### config.mk
export PLATFORM = sky130hd
export DESIGN_NAME = sidau_serializer
export DESIGN_NICKNAME = d
export VERILOG_FILES = /design/src/sidau_pkg.sv /design/src/sidau_serializer.sv
export SDC_FILE = /design/constraint.sdc
export NUM_CORES = 1
export LEC_CHECK = 0
export CORE_MARGIN = 2
export CORE_UTILIZATION = 50
export CTS_CLUSTER_SIZE = 28
export DETAILED_ROUTE_END_ITERATION = 8
export DONT_BUFFER_PORTS = 1
export PLACE_DENSITY = 0.65
export SYNTH_ARGS = -nofsm -noshare
export SYNTH_HDL_FRONTEND = slang
export SYNTH_SLANG_ARGS = --single-unit
### constraint.sdc
create_clock -name i_clk -period 2.66 [get_ports i_clk]
set_input_delay 0.532 -clock i_clk [delete_from_list [all_inputs] [get_ports i_clk]]
set_output_delay 0.532 -clock i_clk [all_outputs]
set_load 0.03 [all_outputs]
### src/sidau_pkg.sv
package sidau_pkg;

    // Width of the magnitude and of one character.
    localparam int MAG_W   = 32;
    localparam int CHAR_W  = 8;
    localparam int DIGIT_W = 4;

    // Reciprocal of ten: floor(n * RECIP_10 / 2**RECIP_SHIFT) equals n / 10
    // for every 32-bit n.
    localparam logic [MAG_W-1:0] RECIP_10    = 32'hCCCC_CCCD;
    localparam int               RECIP_SHIFT = 35;

    localparam logic [CHAR_W-1:0] CHAR_ZERO  = 8'h30;
    localparam logic [CHAR_W-1:0] CHAR_MINUS = 8'h2D;

    // One word travelling down the chain of digit cells.
    typedef struct packed {
        logic             valid;
        logic             neg;
        logic [MAG_W-1:0] mag;
    } t_lane;

endpackage

### src/sidau_serializer.sv
module sidau_serializer
    import sidau_pkg::*;
#(
    parameter int DIGIT_COUNT = 10,
    parameter int IDX_W       = 4
) (
    input  logic                              i_clk,
    input  logic                              i_rst_n,
    input  logic                              i_valid,
    input  logic                              i_neg,
    input  logic [DIGIT_COUNT-1:0][DIGIT_W-1:0] i_digits,
    input  logic [IDX_W-1:0]                  i_top,
    output logic                              o_take,
    output logic                              o_strobe,
    output logic [CHAR_W-1:0]                 o_char,
    output logic                              o_last
);

    logic                               r_active;
    logic                               r_sign;
    logic [IDX_W-1:0]                   r_pos;
    logic [DIGIT_COUNT-1:0][DIGIT_W-1:0] r_digits;
    logic                               r_strobe;
    logic [CHAR_W-1:0]                  r_char;
    logic                               r_last;

    logic                               done;
    logic [CHAR_W-1:0]                  n_char;
    logic                               n_last;

    // The word finishes when its units digit goes out.
    assign done   = r_active && !r_sign && (r_pos == '0);
    assign o_take = i_valid && (!r_active || done);

    always_comb begin
        n_char = r_sign ? CHAR_MINUS
                        : CHAR_ZERO + {{(CHAR_W-DIGIT_W){1'b0}}, r_digits[r_pos]};
        n_last = !r_sign && (r_pos == '0);
    end

    always_ff @(posedge i_clk) begin
        if (!i_rst_n) begin
            r_active <= 1'b0;
            r_sign   <= 1'b0;
            r_strobe <= 1'b0;
        end else begin
            r_strobe <= r_active;
            if (o_take) begin
                r_active <= 1'b1;
                r_sign   <= i_neg;
            end else if (r_active) begin
                if (r_sign) begin
                    r_sign <= 1'b0;
                end else if (r_pos == '0) begin
                    r_active <= 1'b0;
                end
            end
        end
    end

    always_ff @(posedge i_clk) begin
        if (o_take) begin
            r_pos    <= i_top;
            r_digits <= i_digits;
        end else if (r_active && !r_sign && (r_pos != '0)) begin
            r_pos <= r_pos - IDX_W'(1);
        end
        r_char <= n_char;
        r_last <= n_last;
    end

    assign o_strobe = r_strobe;
    assign o_char   = r_char;
    assign o_last   = r_last;

endmodule

### Word level (Yosys, flattened, before mapping)

Cells that the tools add are included.

* memories: 0
* output and inout bits: 11
* word-level logic and storage cells: 41
* bits of input ports: 48
* latch bits: 0
* bits in read-only memories: 0
* memory bits (writable): 0
* bits in registers: 56

* order comparisons: 1
* equality and inequality tests: 0
* div/mod/pow operators: 0
* reductions and logical operators: 12
* $add $sub $neg: 2
* bitwise gates (word level): 0
* shifts and indexed selects: 0
* multiply operators: 0
* mux-type cells: 10

Operators with widths (count)
* binary-select mux 4 bit (select 4 bit): 1
* 2-to-1 mux 4 bit: 3
* adder 6 x 4 -> 7 bit (first input constant): 1
* 2-to-1 mux 1 bit: 6
* logical AND 1 bit: 5
* less-than comparator 4 x 5 -> 1 bit (second input constant): 1
* zero test 4 bit: 1
* nonzero test 2 bit: 2
* nonzero test 4 bit: 1
* subtractor 4 x 1 -> 4 bit (second input constant): 1
* zero test 1 bit: 2
* logical OR 1 bit: 1

### Logic depth before layout (Yosys ltp)

* depth after elaboration: 6
* mapped depth: 7
* gate-level depth less buffers: 5

### Worst setup path after synthesis

Ideal clock, no wire load.

* kind: flip-flop to output port
* start: register r_pos[1]
* end: output port o_take
* required time: 2128 ps
* path buffers: 2
* stages on the path, launching flop included: 8
* arrival: 2285 ps
* slack: -157 ps
* path through: edfxtp_1 > buf_4 > buf_4 > inv_1 > ha_1 > nor4b_4 > o21ai_2 > inv_1

* cells in the longest elaborated chain, start to end: 4

Ends and longest elaborated chain
* from (decl): line sidau_serializer.sv:21 `logic [IDX_W-1:0] r_pos;`
* from (signal assigned): line sidau_serializer.sv:63 `r_pos <= i_top;`
* from (signal assigned): line sidau_serializer.sv:66 `r_pos <= r_pos - IDX_W'(1);`
* zero test 4 bit: line sidau_serializer.sv:32 `assign done = r_active && !r_sign && (r_pos == '0);`
* logical AND 1 bit: line sidau_serializer.sv:32
* logical OR 1 bit: line sidau_serializer.sv:33 `assign o_take = i_valid && (!r_active || done);`
* logical AND 1 bit: line sidau_serializer.sv:33
* to (decl): line sidau_serializer.sv:13 `output logic o_take,`

Every way passes these cells.

### Final worst setup path

* start: register r_pos[0]
* end: output port o_take

Same word-level chain as after synthesis.

==> reports/qor.yml <==
critPathTopFamily: "buffers and inverters"
placeableCoreArea_um2: 4030
initial_utilization_pct: 52.6
wl_um: 3280
ys_ff_latch: 53
drcViolationCount: 0
worst-path-max-fanout: 8
grt_first_pass_wirelength_um: 5090
synth-edff-count: 44
dr.pass1.iters: 2
pin_count: 59
drt_iter0_drc: 34
syn_inst: 125
period_share_pct: 93.1
wl_met1_um: 1450
synth-async-reset-ratio_pct: 0
htree_num_levels: 2
period_needed_ns: 2.48
hold_buffers: 0
drv_slew: 0
hp-class: "input port to register"
wl_met2_um: 1580
fin_area_um2: 2260
gp_congestion: 0.797
ant_nets: 0
yosysWarnings: 0
worstSetupStartpointType: "register"
synth-main-ff-cell: "edfxtp_1"
ff2ff_path_depth: 6
n_antenna_cell: 0
crit_slowest_cell: "clkinvlp_4"
hpwlAfterDp_um: 2440
min_to: "r_digits[37]$_DFFE_PP_"
gr-usage-all-layers_pct: 14.2
regToRegEndpoint: "r_digits[33]$_DFFE_PP_"
worst_pin_slew_ns: 0.516
first_global_vias: 1036
layout-drive-gt1-share_pct: 14.5
crit_buf_inv: 2
num-fill-cells: 323
rrSetupSlack_ns: 0.43
seq_area_frac_synth_pct: 70.8
viasPerCell: 5.49
via_count: 993
rows: 23
hp-start: "i_digits[37]"
clk_path_buf_depth: 2
dieArea_um2: 4780
fin_setup_tns_ns: 0
antenna_found_initial: 0
clk_latency_ns: 0.30
nets: 179
port_buffers: 0
netlist_area_um2: 2120
crit_type: "register to primary output"
avgSynthCellArea_um2: 17.0
status: "complete, no violations"
cts_root_buffer: "clkbuf_8"
synth_common_cells: "edfxtp_1, mux2i_1, dfxtp_1"
rsz0062_at_grt: "no"
synth.top_cell.area_share_pct: 62.3
worstHoldPathCells: 0
cts_resized: 0
endpoint_kind: "primary output"
hold_viol: 0
postCtsSetupBuffers: 0
grt_max_degree: 19
yosys.area.top_type: "edfxtp_1"
slew_headroom_pct: 65.6
ir_drop_mv: 0.419
crit_arrival_ns: 1.94
syn_to_final_growth_pct: 6.49
drv_cap: 0
routed.top_layer: "met4"
p_leak_nw: 0.808
grt_overflow_total: 0
rr_startpoint: "r_pos[0]$_DFFE_PP_"
cts_tree: "built"
synth.most_common_cell: "edfxtp_1"
route.met3.wl_um: 192
fin_skew_ns: 0.0102
synthTopCellsByArea: "edfxtp_1, dfxtp_1, mux2i_1, mux4_1, buf_4"
place_area_um2: 2160
wl_per_cell_um: 18.1
slowest_delay_ns: 0.42
fp.dieW_um: 69.1
setup_viol: 0
cp.required_ns: 2.13
p_per_area_nw_per_um2: 825
cts_buffers: 5
die_h_um: 69.1
clk_pin_slew_ns: 0.10
cts_sinks: 53
max_freq_mhz: 404
path_cells: "inv_1, ha_1, nor4b_4, o21ai_2, clkinvlp_4"
yosysUniqueCellTypes: 32
-- cell families after synthesis --
group                    share of synthesized area (%)
AND/OR/NAND/NOR                                   5.19
other                                            0.354
adder cells (fa/ha/maj)                          0.590
buffers and inverters                             3.83
AO/OA/AOI/OAI                                     5.02
multiplexers                                      13.4
XOR/XNOR                                         0.826
flip-flops                                        70.8
-- flip-flops by register name, indices dropped and copies added, names as in the netlist --
name      cells
r_active      1
o_strobe      1
r_sign        1
r_digits     40
o_last        1
o_char        5
r_pos         4
-- how the worst max path moves through the flow --
stage / slack (ns) / to / cells after the start / startpoint
after floorplan: 0.14 / o_take / 7 / r_pos[1]$_DFFE_PP_
after global placement: 0.40 / r_digits[32]$_DFFE_PP_ / 6 / r_pos[0]$_DFFE_PP_
after detailed placement: 0.36 / r_digits[36]$_DFFE_PP_ / 6 / r_pos[0]$_DFFE_PP_
after CTS: 0.13 / o_take / 5 / r_pos[0]$_DFFE_PP_
after global routing: 0.05 / o_take / 5 / r_pos[0]$_DFFE_PP_
final: 0.18 / o_take / 5 / r_pos[0]$_DFFE_PP_
-- placed cells by master, fill, tap and decap left out, drive strengths merged --
cell / netlist / layout
edfxtp: 44 / 44
mux2i: 16 / 16
dfxtp: 9 / 9
inv: 6 / 5
nor2: 5 / 5
clkbuf: 0 / 5
clkinvlp: 0 / 5
a21oi: 4 / 4
buf: 8 / 4
mux2: 4 / 4
mux4: 3 / 3
conb: 2 / 3
xor2: 2 / 2
nand3: 2 / 2
nor2b: 2 / 2
a22oi: 2 / 2
a311o: 2 / 2
or3b: 2 / 2
nor4b: 1 / 1
o21ai: 1 / 1
nor3: 1 / 1
and2b: 1 / 1
a22o: 1 / 1
or3: 1 / 1
o41ai: 1 / 1
o221ai: 1 / 1
o21a: 1 / 1
a32oi: 1 / 1
and2: 1 / 1
ha: 1 / 1
-- layout make-up --
class / count / area (um2) / area share [%]
well taps: 50 / 62.6 / 2.77
flip-flops and latches: 53 / 1500 / 66.5
repair buffers: 4 / 30.0 / 1.33
clock buffers: 5 / 68.8 / 3.05
repair inverters: 1 / 5.00 / 0.222
inverters: 6 / 26.3 / 1.16
multi-input cells: 59 / 542 / 24.0
clock inverters: 3 / 22.5 / 0.997
-- power breakdown --
part / switching, W / internal (W) / total (W)
Sequential: 0.000121 / 0.00101 / 0.00113
Clock: 0.000257 / 0.000185 / 0.000442
Combinational: 0.000152 / 0.000143 / 0.000295
-- layer usage --
metal  global-route usage, %  up-vias
met1                    17.4      468
met2                    22.0       40
met3                    6.29        5
met5                       0        -
met4                    5.88        0
li1                        -      480
-- metrics by stage --
stage	instances	total power, W	util [%]	hold WS, ns	setup WS, ns
global placement	172	0.00143	53.7	0.493	0.397
detailed placement	172	0.00144	53.7	0.507	0.360
global route	181	0.00195	56.1	0.298	0.0465
floorplan	126	0.00139	-	0.467	0.139
CTS	180	0.00188	55.9	0.309	0.133
finish	181	0.00186	56.1	0.315	0.184
Power figures use the tool's default switching activity.
